[config.mk]
export PLATFORM = sky130hd
export DESIGN_NAME = wave_equation_stencil_step_flat
export DESIGN_NICKNAME = d
export VERILOG_FILES = /design/src/rtl/wes_pkg.sv /design/src/rtl/wes_if.sv /design/src/rtl/wes_queue.sv /design/src/rtl/wes_front.sv /design/src/rtl/wes_back.sv /design/src/rtl/wave_equation_stencil_step.sv /design/src/flat_wrapper.sv
export SDC_FILE = /design/constraint.sdc
export NUM_CORES = 2
export LEC_CHECK = 0
export BUFFER_PORTS_ARGS = -buffer_cell sky130_fd_sc_hd__clkbuf_2
export CAP_MARGIN = 20
export CORE_ASPECT_RATIO = 1.4
export CORE_MARGIN = 3
export CORE_UTILIZATION = 65
export DETAILED_ROUTE_END_ITERATION = 10
export PLACE_DENSITY = 0.85
export SYNTH_ARGS = -nofsm -noshare
export SYNTH_HDL_FRONTEND = slang
export SYNTH_SLANG_ARGS = --single-unit
[constraint.sdc]
create_clock -name clk_i -period 15.3 [get_ports clk_i]
set_clock_uncertainty 0.1 [all_clocks]
set_input_delay 0.765 -clock clk_i [delete_from_list [all_inputs] [get_ports clk_i]]
set_output_delay 0.765 -clock clk_i [all_outputs]
set_load 0.01 [all_outputs]
[src/rtl/wes_pkg.sv]
// shared constants, types and codes of the wave equation stencil step
package wes_pkg;

  // fixed point format of heights and velocities
  localparam int FRAC_BITS = 12;
  localparam int Q16       = 16;
  localparam int ROUND_HALF = 1 << (Q16 - 1);

  // field widths
  localparam int H_W  = 13;
  localparam int V_W  = 15;
  localparam int CC_W = 24;
  localparam int DF_W = 17;
  localparam int DT_W = 16;

  // saturation limits of interior cells
  localparam int VEL_LIM = 2 << FRAC_BITS;
  localparam int HGT_LIM = 1 << (FRAC_BITS - 1);

  // datapath widths
  localparam int LAP_W = H_W + 4;
  localparam int P1_W  = LAP_W + CC_W + 1;
  localparam int V1_W  = P1_W - Q16 + 1;
  localparam int P2_W  = V1_W + DF_W + 1;
  localparam int P3_W  = V_W + DT_W + 1;
  localparam int HS_W  = P3_W - Q16 + 1;

  // configuration port
  localparam int CFG_IDX_W  = 2;
  localparam int CFG_DATA_W = 24;

  typedef enum logic [CFG_IDX_W-1:0] {
    REG_COUPLING  = 2'd0,
    REG_DAMPING   = 2'd1,
    REG_TIME_STEP = 2'd2
  } cfg_reg_e;

  localparam logic [CC_W-1:0] CC_RESET = CC_W'(104858);
  localparam logic [DF_W-1:0] DF_RESET = DF_W'(64225);
  localparam logic [DT_W-1:0] DT_RESET = DT_W'(1049);

  // column window
  localparam int COLS_W = 2;
  localparam logic [COLS_W-1:0] COLS_NONE = COLS_W'(0);
  localparam logic [COLS_W-1:0] COLS_FULL = COLS_W'(2);

  // job queue between front and back
  localparam int QUEUE_DEPTH = 2;
  localparam int QPTR_W = (QUEUE_DEPTH > 1) ? $clog2(QUEUE_DEPTH) : 1;
  localparam int QCNT_W = $clog2(QUEUE_DEPTH + 1);

  typedef struct packed {
    logic [CC_W-1:0] cc;
    logic [DF_W-1:0] df;
    logic [DT_W-1:0] dt;
  } cfg_t;

  // one classified item: up to two results
  typedef struct packed {
    logic                  has_first;
    logic                  compute;
    logic                  has_second;
    logic signed [H_W-1:0] older;
    logic signed [H_W-1:0] right;
    logic signed [H_W-1:0] above;
    logic signed [H_W-1:0] below;
    logic signed [H_W-1:0] center;
    logic signed [V_W-1:0] hvel;
    logic signed [V_W-1:0] vel;
  } job_t;

  typedef struct packed {
    logic              full;
    logic              empty;
    logic [QCNT_W-1:0] count;
  } q_stat_t;

endpackage

[src/rtl/wes_if.sv]
// channel interfaces of the wave equation stencil step
interface wes_in_if;
  import wes_pkg::*;
  logic                  valid;
  logic                  ready;
  logic signed [H_W-1:0] height_above;
  logic signed [H_W-1:0] height_here;
  logic signed [H_W-1:0] height_below;
  logic signed [V_W-1:0] velocity_here;
  logic                  row_start;
  logic                  row_end;
  logic                  edge_row;

  modport source (output valid, height_above, height_here, height_below, velocity_here,
                  row_start, row_end, edge_row, input ready);
  modport sink (input valid, height_above, height_here, height_below, velocity_here,
                row_start, row_end, edge_row, output ready);
endinterface

interface wes_out_if;
  import wes_pkg::*;
  logic                  valid;
  logic                  ready;
  logic signed [H_W-1:0] new_height;
  logic signed [V_W-1:0] new_velocity;
  logic                  last_of_run;

  modport source (output valid, new_height, new_velocity, last_of_run, input ready);
  modport sink (input valid, new_height, new_velocity, last_of_run, output ready);
endinterface

interface wes_cfg_if;
  import wes_pkg::*;
  logic                  valid;
  logic                  ready;
  logic [CFG_IDX_W-1:0]  reg_index;
  logic [CFG_DATA_W-1:0] wdata;

  modport source (output valid, reg_index, wdata, input ready);
  modport sink (input valid, reg_index, wdata, output ready);
endinterface

[src/rtl/wes_queue.sv]
// short job queue between the front and the back
module wes_queue (
  input  logic            clk_i,
  input  logic            rst_ni,
  input  logic            push_i,
  input  wes_pkg::job_t   push_job_i,
  input  logic            pop_i,
  output wes_pkg::job_t   head_job_o,
  output wes_pkg::q_stat_t stat_o
);
  import wes_pkg::*;

  job_t              mem_q [QUEUE_DEPTH];
  logic [QPTR_W-1:0] wr_ptr_q, wr_ptr_d;
  logic [QPTR_W-1:0] rd_ptr_q, rd_ptr_d;
  logic [QCNT_W-1:0] count_q, count_d;

  always_comb begin
    wr_ptr_d = wr_ptr_q;
    rd_ptr_d = rd_ptr_q;
    count_d  = count_q;
    if (push_i) begin
      wr_ptr_d = (wr_ptr_q == QPTR_W'(QUEUE_DEPTH - 1)) ? '0 : wr_ptr_q + 1'b1;
    end
    if (pop_i) begin
      rd_ptr_d = (rd_ptr_q == QPTR_W'(QUEUE_DEPTH - 1)) ? '0 : rd_ptr_q + 1'b1;
    end
    if (push_i && !pop_i) begin
      count_d = count_q + 1'b1;
    end else if (pop_i && !push_i) begin
      count_d = count_q - 1'b1;
    end
  end

  always_ff @(posedge clk_i or negedge rst_ni) begin
    if (!rst_ni) begin
      wr_ptr_q <= '0;
      rd_ptr_q <= '0;
      count_q  <= '0;
    end else begin
      wr_ptr_q <= wr_ptr_d;
      rd_ptr_q <= rd_ptr_d;
      count_q  <= count_d;
    end
  end

  always_ff @(posedge clk_i) begin
    if (push_i) begin
      mem_q[wr_ptr_q] <= push_job_i;
    end
  end

  assign head_job_o   = mem_q[rd_ptr_q];
  assign stat_o.full  = (count_q == QCNT_W'(QUEUE_DEPTH));
  assign stat_o.empty = (count_q == '0);
  assign stat_o.count = count_q;

endmodule

[src/rtl/wes_front.sv]
// front end: takes items, keeps the column window and classifies each item
module wes_front (
  input  logic             clk_i,
  input  logic             rst_ni,
  wes_in_if.sink           in_i,
  input  wes_pkg::q_stat_t q_stat_i,
  output logic             push_o,
  output wes_pkg::job_t    job_o
);
  import wes_pkg::*;

  logic signed [H_W-1:0] older_q, above_q, center_q, below_q;
  logic signed [V_W-1:0] hvel_q;
  logic [COLS_W-1:0]     cols_q, cols_d;
  logic [COLS_W-1:0]     cols_eff;
  logic                  accept;

  assign in_i.ready = !q_stat_i.full;
  assign accept     = in_i.valid && in_i.ready;

  // a row start drops whatever column was held
  assign cols_eff = in_i.row_start ? COLS_NONE : cols_q;

  always_comb begin
    job_o.has_first  = (cols_eff != COLS_NONE);
    job_o.compute    = (cols_eff == COLS_FULL) && !in_i.edge_row;
    job_o.has_second = in_i.row_end;
    job_o.older      = older_q;
    job_o.right      = in_i.height_here;
    job_o.above      = above_q;
    job_o.below      = below_q;
    job_o.center     = center_q;
    job_o.hvel       = hvel_q;
    job_o.vel        = in_i.velocity_here;
  end

  assign push_o = accept && (job_o.has_first || job_o.has_second);

  always_comb begin
    cols_d = cols_q;
    if (accept) begin
      if (in_i.row_end) begin
        cols_d = COLS_NONE;
      end else if (cols_eff != COLS_FULL) begin
        cols_d = cols_eff + 1'b1;
      end else begin
        cols_d = cols_eff;
      end
    end
  end

  always_ff @(posedge clk_i or negedge rst_ni) begin
    if (!rst_ni) begin
      cols_q   <= COLS_NONE;
      older_q  <= '0;
      above_q  <= '0;
      center_q <= '0;
      below_q  <= '0;
      hvel_q   <= '0;
    end else begin
      cols_q <= cols_d;
      if (accept) begin
        older_q  <= center_q;
        above_q  <= in_i.height_above;
        center_q <= in_i.height_here;
        below_q  <= in_i.height_below;
        hvel_q   <= in_i.velocity_here;
      end
    end
  end

endmodule

[src/rtl/wes_back.sv]
// back end: stencil arithmetic sequencer and result register
module wes_back (
  input  logic             clk_i,
  input  logic             rst_ni,
  input  wes_pkg::cfg_t    cfg_i,
  input  wes_pkg::q_stat_t q_stat_i,
  input  wes_pkg::job_t    head_job_i,
  output logic             pop_o,
  wes_out_if.source        out_o
);
  import wes_pkg::*;

  typedef enum logic [6:0] {
    ST_IDLE       = 7'b0000001,
    ST_LAP        = 7'b0000010,
    ST_DAMP       = 7'b0000100,
    ST_STEP       = 7'b0001000,
    ST_FIN        = 7'b0010000,
    ST_OUT_FIRST  = 7'b0100000,
    ST_OUT_SECOND = 7'b1000000
  } back_state_e;

  back_state_e state_q, state_d;
  job_t        job_q, job_d;

  logic signed [LAP_W-1:0] lap_q, lap_d, lap_head;
  logic signed [P1_W-1:0]  prod1_q, prod1_d, p1r;
  logic signed [P2_W-1:0]  prod2_q, prod2_d, p2r;
  logic signed [P3_W-1:0]  prod3_q, prod3_d, p3r;
  logic signed [V1_W-1:0]  v1;
  logic signed [V_W-1:0]   vc;
  logic signed [HS_W-1:0]  hs;
  logic signed [H_W-1:0]   hc;
  logic signed [H_W-1:0]   res_h_q, res_h_d;
  logic signed [V_W-1:0]   res_v_q, res_v_d;
  logic signed [CC_W:0]    cc_s;
  logic signed [DF_W:0]    df_s;
  logic signed [DT_W:0]    dt_s;

  assign cc_s = $signed({1'b0, cfg_i.cc});
  assign df_s = $signed({1'b0, cfg_i.df});
  assign dt_s = $signed({1'b0, cfg_i.dt});

  // five-point laplacian of the head job
  assign lap_head = LAP_W'(head_job_i.older) + LAP_W'(head_job_i.right)
                  + LAP_W'(head_job_i.above) + LAP_W'(head_job_i.below)
                  - (LAP_W'(head_job_i.center) <<< 2);

  // round to nearest, ties up, then saturate
  always_comb begin
    p1r = (prod1_q + P1_W'(ROUND_HALF)) >>> Q16;
    v1  = V1_W'(job_q.hvel) + V1_W'(p1r);
    p2r = (prod2_q + P2_W'(ROUND_HALF)) >>> Q16;
    if (p2r > P2_W'(VEL_LIM)) begin
      vc = V_W'(VEL_LIM);
    end else if (p2r < -P2_W'(VEL_LIM)) begin
      vc = -V_W'(VEL_LIM);
    end else begin
      vc = V_W'(p2r);
    end
    p3r = (prod3_q + P3_W'(ROUND_HALF)) >>> Q16;
    hs  = HS_W'(job_q.center) + HS_W'(p3r);
    if (hs > HS_W'(HGT_LIM)) begin
      hc = H_W'(HGT_LIM);
    end else if (hs < -HS_W'(HGT_LIM)) begin
      hc = -H_W'(HGT_LIM);
    end else begin
      hc = H_W'(hs);
    end
  end

  always_comb begin
    state_d = state_q;
    job_d   = job_q;
    lap_d   = lap_q;
    prod1_d = prod1_q;
    prod2_d = prod2_q;
    prod3_d = prod3_q;
    res_h_d = res_h_q;
    res_v_d = res_v_q;
    pop_o   = 1'b0;
    case (state_q)
      ST_IDLE: begin
        if (!q_stat_i.empty) begin
          pop_o = 1'b1;
          job_d = head_job_i;
          lap_d = lap_head;
          if (head_job_i.has_first && head_job_i.compute) begin
            state_d = ST_LAP;
          end else if (head_job_i.has_first) begin
            res_h_d = head_job_i.center;
            res_v_d = head_job_i.hvel;
            state_d = ST_OUT_FIRST;
          end else begin
            res_h_d = head_job_i.right;
            res_v_d = head_job_i.vel;
            state_d = ST_OUT_SECOND;
          end
        end
      end
      ST_LAP: begin
        prod1_d = P1_W'(lap_q) * P1_W'(cc_s);
        state_d = ST_DAMP;
      end
      ST_DAMP: begin
        prod2_d = P2_W'(v1) * P2_W'(df_s);
        state_d = ST_STEP;
      end
      ST_STEP: begin
        res_v_d = vc;
        prod3_d = P3_W'(vc) * P3_W'(dt_s);
        state_d = ST_FIN;
      end
      ST_FIN: begin
        res_h_d = hc;
        state_d = ST_OUT_FIRST;
      end
      ST_OUT_FIRST: begin
        if (out_o.ready) begin
          if (job_q.has_second) begin
            res_h_d = job_q.right;
            res_v_d = job_q.vel;
            state_d = ST_OUT_SECOND;
          end else begin
            state_d = ST_IDLE;
          end
        end
      end
      ST_OUT_SECOND: begin
        if (out_o.ready) begin
          state_d = ST_IDLE;
        end
      end
      default: begin
        state_d = ST_IDLE;
      end
    endcase
  end

  always_ff @(posedge clk_i or negedge rst_ni) begin
    if (!rst_ni) begin
      state_q <= ST_IDLE;
    end else begin
      state_q <= state_d;
    end
  end

  always_ff @(posedge clk_i) begin
    job_q   <= job_d;
    lap_q   <= lap_d;
    prod1_q <= prod1_d;
    prod2_q <= prod2_d;
    prod3_q <= prod3_d;
    res_h_q <= res_h_d;
    res_v_q <= res_v_d;
  end

  assign out_o.valid        = (state_q == ST_OUT_FIRST) || (state_q == ST_OUT_SECOND);
  assign out_o.new_height   = res_h_q;
  assign out_o.new_velocity = res_v_q;
  assign out_o.last_of_run  = (state_q == ST_OUT_SECOND) || !job_q.has_second;

endmodule

[src/rtl/wave_equation_stencil_step.sv]
// top level of the damped 2d wave equation stencil step
// order: items go through the queue to the back sequencer; a pass-through result is
//   shown in ST_OUT_FIRST straight after ST_IDLE, an interior cell after ST_LAP, ST_DAMP,
//   ST_STEP and ST_FIN (lap, damping and time-step multiplies in turn); the row-end cell
//   follows in ST_OUT_SECOND once the first is taken; output back pressure holds both
// reset: async active low; clears window, column count, queue and sequencer,
//   loads the default coupling, damping and time step registers
module wave_equation_stencil_step (
  input  logic       clk_i,
  input  logic       rst_ni,
  wes_in_if.sink     in_i,
  wes_out_if.source  out_o,
  wes_cfg_if.sink    cfg_i
);
  import wes_pkg::*;

  cfg_t    cfg_q;
  q_stat_t q_stat;
  job_t    push_job;
  job_t    head_job;
  logic    q_push;
  logic    q_pop;

  // configuration registers, always ready; unknown indexes are dropped
  assign cfg_i.ready = 1'b1;

  always_ff @(posedge clk_i or negedge rst_ni) begin
    if (!rst_ni) begin
      cfg_q.cc <= CC_RESET;
      cfg_q.df <= DF_RESET;
      cfg_q.dt <= DT_RESET;
    end else if (cfg_i.valid) begin
      case (cfg_reg_e'(cfg_i.reg_index))
        REG_COUPLING:  cfg_q.cc <= cfg_i.wdata[CC_W-1:0];
        REG_DAMPING:   cfg_q.df <= cfg_i.wdata[DF_W-1:0];
        REG_TIME_STEP: cfg_q.dt <= cfg_i.wdata[DT_W-1:0];
        default: begin
          cfg_q <= cfg_q;
        end
      endcase
    end
  end

  // front: column window and classification of each item
  wes_front u_front (
    .clk_i    (clk_i),
    .rst_ni   (rst_ni),
    .in_i     (in_i),
    .q_stat_i (q_stat),
    .push_o   (q_push),
    .job_o    (push_job)
  );

  // decouples item intake from the multi-cycle arithmetic
  wes_queue u_queue (
    .clk_i      (clk_i),
    .rst_ni     (rst_ni),
    .push_i     (q_push),
    .push_job_i (push_job),
    .pop_i      (q_pop),
    .head_job_o (head_job),
    .stat_o     (q_stat)
  );

  // back: laplacian, velocity and height update, result register
  wes_back u_back (
    .clk_i      (clk_i),
    .rst_ni     (rst_ni),
    .cfg_i      (cfg_q),
    .q_stat_i   (q_stat),
    .head_job_i (head_job),
    .pop_o      (q_pop),
    .out_o      (out_o)
  );

`ifndef SYNTHESIS
  // never pop an empty queue
  a_pop_nonempty: assert property (@(posedge clk_i) disable iff (!rst_ni)
    q_pop |-> !q_stat.empty)
    else $error("job popped from empty queue");

  // never push into a full queue
  a_push_not_full: assert property (@(posedge clk_i) disable iff (!rst_ni)
    q_push |-> !q_stat.full)
    else $error("job pushed into full queue");

  // queue fill never exceeds its depth
  a_count_bound: assert property (@(posedge clk_i) disable iff (!rst_ni)
    q_stat.count <= QCNT_W'(QUEUE_DEPTH))
    else $error("queue count out of range");

  // the row-end cell follows the delayed cell at once
  a_pair_follows: assert property (@(posedge clk_i) disable iff (!rst_ni)
    out_o.valid && out_o.ready && !out_o.last_of_run |=> out_o.valid)
    else $error("second result of an item missing");
`endif

endmodule

[src/flat_wrapper.sv]
// flat-port wrapper written by rule: the top's interface ports become plain ports
module wave_equation_stencil_step_flat import wes_pkg::*;
  (clk_i, rst_ni, in_i_valid, in_i_height_above, in_i_height_here, in_i_height_below, in_i_velocity_here, in_i_row_start, in_i_row_end, in_i_edge_row, in_i_ready, out_o_valid, out_o_new_height, out_o_new_velocity, out_o_last_of_run, out_o_ready, cfg_i_valid, cfg_i_reg_index, cfg_i_wdata, cfg_i_ready);
  wes_in_if in_i_i ();
  wes_out_if out_o_i ();
  wes_cfg_if cfg_i_i ();
  input  logic clk_i;
  input  logic rst_ni;
  input wire logic [$bits(in_i_i.valid)-1:0] in_i_valid;
  input wire logic [$bits(in_i_i.height_above)-1:0] in_i_height_above;
  input wire logic [$bits(in_i_i.height_here)-1:0] in_i_height_here;
  input wire logic [$bits(in_i_i.height_below)-1:0] in_i_height_below;
  input wire logic [$bits(in_i_i.velocity_here)-1:0] in_i_velocity_here;
  input wire logic [$bits(in_i_i.row_start)-1:0] in_i_row_start;
  input wire logic [$bits(in_i_i.row_end)-1:0] in_i_row_end;
  input wire logic [$bits(in_i_i.edge_row)-1:0] in_i_edge_row;
  output wire logic [$bits(in_i_i.ready)-1:0] in_i_ready;
  output wire logic [$bits(out_o_i.valid)-1:0] out_o_valid;
  output wire logic [$bits(out_o_i.new_height)-1:0] out_o_new_height;
  output wire logic [$bits(out_o_i.new_velocity)-1:0] out_o_new_velocity;
  output wire logic [$bits(out_o_i.last_of_run)-1:0] out_o_last_of_run;
  input wire logic [$bits(out_o_i.ready)-1:0] out_o_ready;
  input wire logic [$bits(cfg_i_i.valid)-1:0] cfg_i_valid;
  input wire logic [$bits(cfg_i_i.reg_index)-1:0] cfg_i_reg_index;
  input wire logic [$bits(cfg_i_i.wdata)-1:0] cfg_i_wdata;
  output wire logic [$bits(cfg_i_i.ready)-1:0] cfg_i_ready;
  assign in_i_i.valid = in_i_valid;
  assign in_i_i.height_above = in_i_height_above;
  assign in_i_i.height_here = in_i_height_here;
  assign in_i_i.height_below = in_i_height_below;
  assign in_i_i.velocity_here = in_i_velocity_here;
  assign in_i_i.row_start = in_i_row_start;
  assign in_i_i.row_end = in_i_row_end;
  assign in_i_i.edge_row = in_i_edge_row;
  assign in_i_ready = in_i_i.ready;
  assign out_o_valid = out_o_i.valid;
  assign out_o_new_height = out_o_i.new_height;
  assign out_o_new_velocity = out_o_i.new_velocity;
  assign out_o_last_of_run = out_o_i.last_of_run;
  assign out_o_i.ready = out_o_ready;
  assign cfg_i_i.valid = cfg_i_valid;
  assign cfg_i_i.reg_index = cfg_i_reg_index;
  assign cfg_i_i.wdata = cfg_i_wdata;
  assign cfg_i_ready = cfg_i_i.ready;
  wave_equation_stencil_step u_core (.clk_i(clk_i), .rst_ni(rst_ni), .in_i(in_i_i), .out_o(out_o_i), .cfg_i(cfg_i_i));
endmodule
==> impl_metrics.yaml <==
status:
  status: "finished clean"
worst_setup_path:
  slowest_stage: "xnor2_2"
  path_common_cell: "fa_1"
  worst_ep_arrival_time_ns: 10.71
  start_kind: "register"
  rr_endpoint: "u_core.u_back.prod2_q[38]$_DFFE_PP_"
  path_buf_inv: 4
  critPathMaxFanout: 17
  cp.required_ns: 15.58
  endpoint_kind: "register"
  slowest_delay_ns: 0.79
  criticalPathCategory: "reg2reg"
  reg2reg_depth: 36
  regToRegStartpoint: "u_core.u_back.prod1_q[15]$_DFFE_PP_"
  crit_family: "adder cells"
  r2r_slack_ns: 4.87
yosys:
  synth.cell_area_um2: 59920
  yosysSeqAreaShare: 0.2441
  synth.distinct_cells: 86
  yosys_warnings: 0
  synth_edf_count: 372
  synth_flop_cell: "edfxtp_1"
  syn_avg_cell_area_um2: 10.44
  synth_cells: 5741
  synth_nets: 7246
  ys_seq_elements: 509
  synthArstFlopShare: 0.2692
layout:
  regArea_um2: 14630
  area.growth.synth_to_final_pct: 5.981
  multi_input_area_um2: 40170
  drive_above_1_share: 0.09391
  n_fill_cell: 6329
  nets: 7257
  final_util: 0.6956
timing:
  setup_violations: 0
  period_needed_ns: 10.43
  fin_tns_setup_ns: 0
  report.final.slew_viol_count: 0
  max_clock_freq_mhz: 95.86
  hold_viol_final: 0
  finalCritPeriodShare: 0.6818
  rsz0062_at_grt: "no"
  tightest_slew_ns: 1.186
  hold_slack_ns: 0.08476
  timing.slew.headroom: 0.2095
route:
  wl_per_cell_um: 21.82
  routed-via-count: 41600
  drtAntennaViolNets: 0
  drc: 0
  drtPass1Iterations: 7
  viasPerCell: 5.951
  drt_iter0_drc: 2781
  wl_mm: 152.5
global_routing:
  grt_pass1_vias: 46650
  grt_overflow: 0
  grt_max_degree: 77
  grt_pass1_wl_mm: 244.3
  grt_usage: 0.3278
  antenna_found_initial: 7
die:
  dieArea_um2: 95910
  die_w_um: 262.6
  pin_count: 120
  rows: 131
  core_area_um2: 91300
  fp.dieH_um: 365.2
  start_util: 0.6563
cts:
  cts.htree.levels: 2
  cts-hold-fix-buffers: 0
  cts_tree: "yes"
  clk_latency_ns: 0.64
  cts_setup_buffers: 0
  cts-buffers-inserted: 49
  cts-root-buf: "clkbuf_16"
  cts_max_path_buffers: 3
  cts_resized: 0
  numClockSinks: 509
  clkTransAtPathRegs_ns: 0.07
placement:
  gp_congestion: 0.9484
  hpwl_mm: 117.7
  io_buffers: 118
worst_hold_path:
  hold_class: "in2async"
flow_run:
  drv_cap: 0
-- through the flow --
| step | setup slack [ns] | instances | instance area (um2) |
|---|---|---|---|
| after CTS | 4.955 | 6987 | 63450 |
| final | 4.868 | 6991 | 63500 |
| after global placement | 5.235 | 6895 | 61760 |
| after detailed placement | 5.034 | 6895 | 61760 |
| after floorplan | 6.286 | 5741 | 59920 |
| after global routing | 4.215 | 6991 | 63500 |
-- layout by cell type (no fill, tap or decap), types with 46 or more instances in the layout --
master,netlist,final
ha_1,419,419
and2_1,427,426
mux2i_1,50,49
edfxtp_1,372,372
mux2_2,190,190
xor2_1,57,54
o21ai_0,60,60
nand2_1,727,726
clkbuf_16,0,51
buf_4,2,57
xnor2_1,116,108
dfrtp_1,113,112
clkbuf_2,1,117
a21oi_1,92,92
nor2_1,144,140
fa_1,998,998
inv_1,1183,1183
nand2b_1,46,46
-- worst reg2reg max path, delay by kind of cell, from the launching register on --
kind / cells / cell delay, ns
flops: 1 / 0.43
buf+inv: 4 / 0.24
xor+xnor: 3 / 1.18
simple gates: 3 / 0.45
compound gates: 17 / 3.69
fa+ha+maj: 9 / 4.07
-- flip-flops by register name, indices dropped and copies added (netlist names), 2 cells and up --
signal                            flops
u_core.u_queue.mem_q                196
u_core.cfg_q                         57
u_core.u_back.job_q                  57
u_core.u_back.prod2_q                30
u_core.u_back.prod1_q                27
u_core.u_back.lap_q                  17
u_core.u_back.prod3_q                17
u_core.u_back.out_o.new_velocity     15
u_core.u_front.hvel_q                15
u_core.u_back.out_o.new_height       13
u_core.u_front.above_q               13
u_core.u_front.below_q               13
u_core.u_front.center_q              13
u_core.u_front.older_q               13
u_core.u_back.state_q                 7
u_core.u_front.cols_q                 2
u_core.u_queue.count_q                2
-- cell type report --
| class | instances | area share |
|---|---|---|
| flip-flops and latches | 509 | 0.2304 |
| well taps | 1197 | 0.02358 |
| clock inverters | 26 | 0.004414 |
| multi-input cells | 3831 | 0.6325 |
| clock buffers | 66 | 0.02224 |
| inverters | 1183 | 0.06993 |
| diodes | 1 | 0.00003941 |
| repair buffers | 178 | 0.01685 |
-- worst max-delay path by stage --
| stage | start | endpoint | cells after the start |
|---|---|---|---|
| floorplan | u_core.u_back.prod1_q[17]$_DFFE_PP_ | u_core.u_back.prod2_q[38]$_DFFE_PP_ | 39 |
| global placement | u_core.u_back.prod1_q[15]$_DFFE_PP_ | u_core.u_back.prod2_q[38]$_DFFE_PP_ | 36 |
| detailed placement | u_core.u_back.prod1_q[15]$_DFFE_PP_ | u_core.u_back.prod2_q[38]$_DFFE_PP_ | 36 |
| CTS | u_core.u_back.prod1_q[15]$_DFFE_PP_ | u_core.u_back.prod2_q[38]$_DFFE_PP_ | 36 |
| global route | u_core.u_back.prod1_q[15]$_DFFE_PP_ | u_core.u_back.prod2_q[38]$_DFFE_PP_ | 36 |
| finish | u_core.u_back.prod1_q[15]$_DFFE_PP_ | u_core.u_back.prod2_q[38]$_DFFE_PP_ | 36 |
-- cell families (layout without fill, tap and decap cells) --
family,count (synthesis),after routing,synth area share
simple gates,1619,1619,0.1336
fa+ha+maj,1417,1417,0.4209
buf+inv,1401,1453,0.08814
flops,509,509,0.2441
compound gates,381,381,0.04381
mux,240,240,0.04406
xor+xnor,173,173,0.02529
other cells,1,2,0.00006258
-- metal layers --
layer	track usage	up-vias	share of wire
met4	0.2395	4	0.087
met1	0.3591	21070	0.33
li1	-	17890	-
met5	0	-	0.00016
met3	0.04695	709	0.068
met2	0.5840	1930	0.51
-- synthesized netlist by cell type, types with 9 or more instances --
cell / instances / share of area
mux2i_1: 50 / 0.0084
buf_1: 17 / 0.0011
clkbuf_1: 187 / 0.012
o21a_1: 22 / 0.0028
nor3_1: 44 / 0.0037
nand3_1: 41 / 0.0034
a211oi_1: 24 / 0.0030
o21bai_1: 11 / 0.0014
a21o_1: 30 / 0.0038
mux2_2: 190 / 0.036
or3_1: 9 / 0.00094
and2_1: 427 / 0.045
a31oi_1: 16 / 0.0017
or2_2: 16 / 0.0017
nor4_1: 14 / 0.0015
inv_1: 1183 / 0.074
nand2_1: 727 / 0.046
edfxtp_1: 372 / 0.19
o31ai_1: 13 / 0.0016
xnor2_1: 116 / 0.017
o21ai_0: 60 / 0.0050
buf_2: 11 / 0.00092
xor2_1: 57 / 0.0083
nand2b_1: 46 / 0.0048
dfstp_2: 24 / 0.011
nor2_1: 144 / 0.0090
dfrtp_1: 113 / 0.047
a21oi_1: 92 / 0.0077
a221o_1: 18 / 0.0030
nand4_1: 21 / 0.0022
ha_1: 419 / 0.087
a22oi_1: 11 / 0.0014
nor3b_1: 10 / 0.0013
fa_1: 998 / 0.33
and3_1: 34 / 0.0035
and4_1: 11 / 0.0016
nor2b_1: 28 / 0.0029
Power is not shown: default switching activity piles up to over one toggle a cycle in this logic, so the estimate is an artifact.
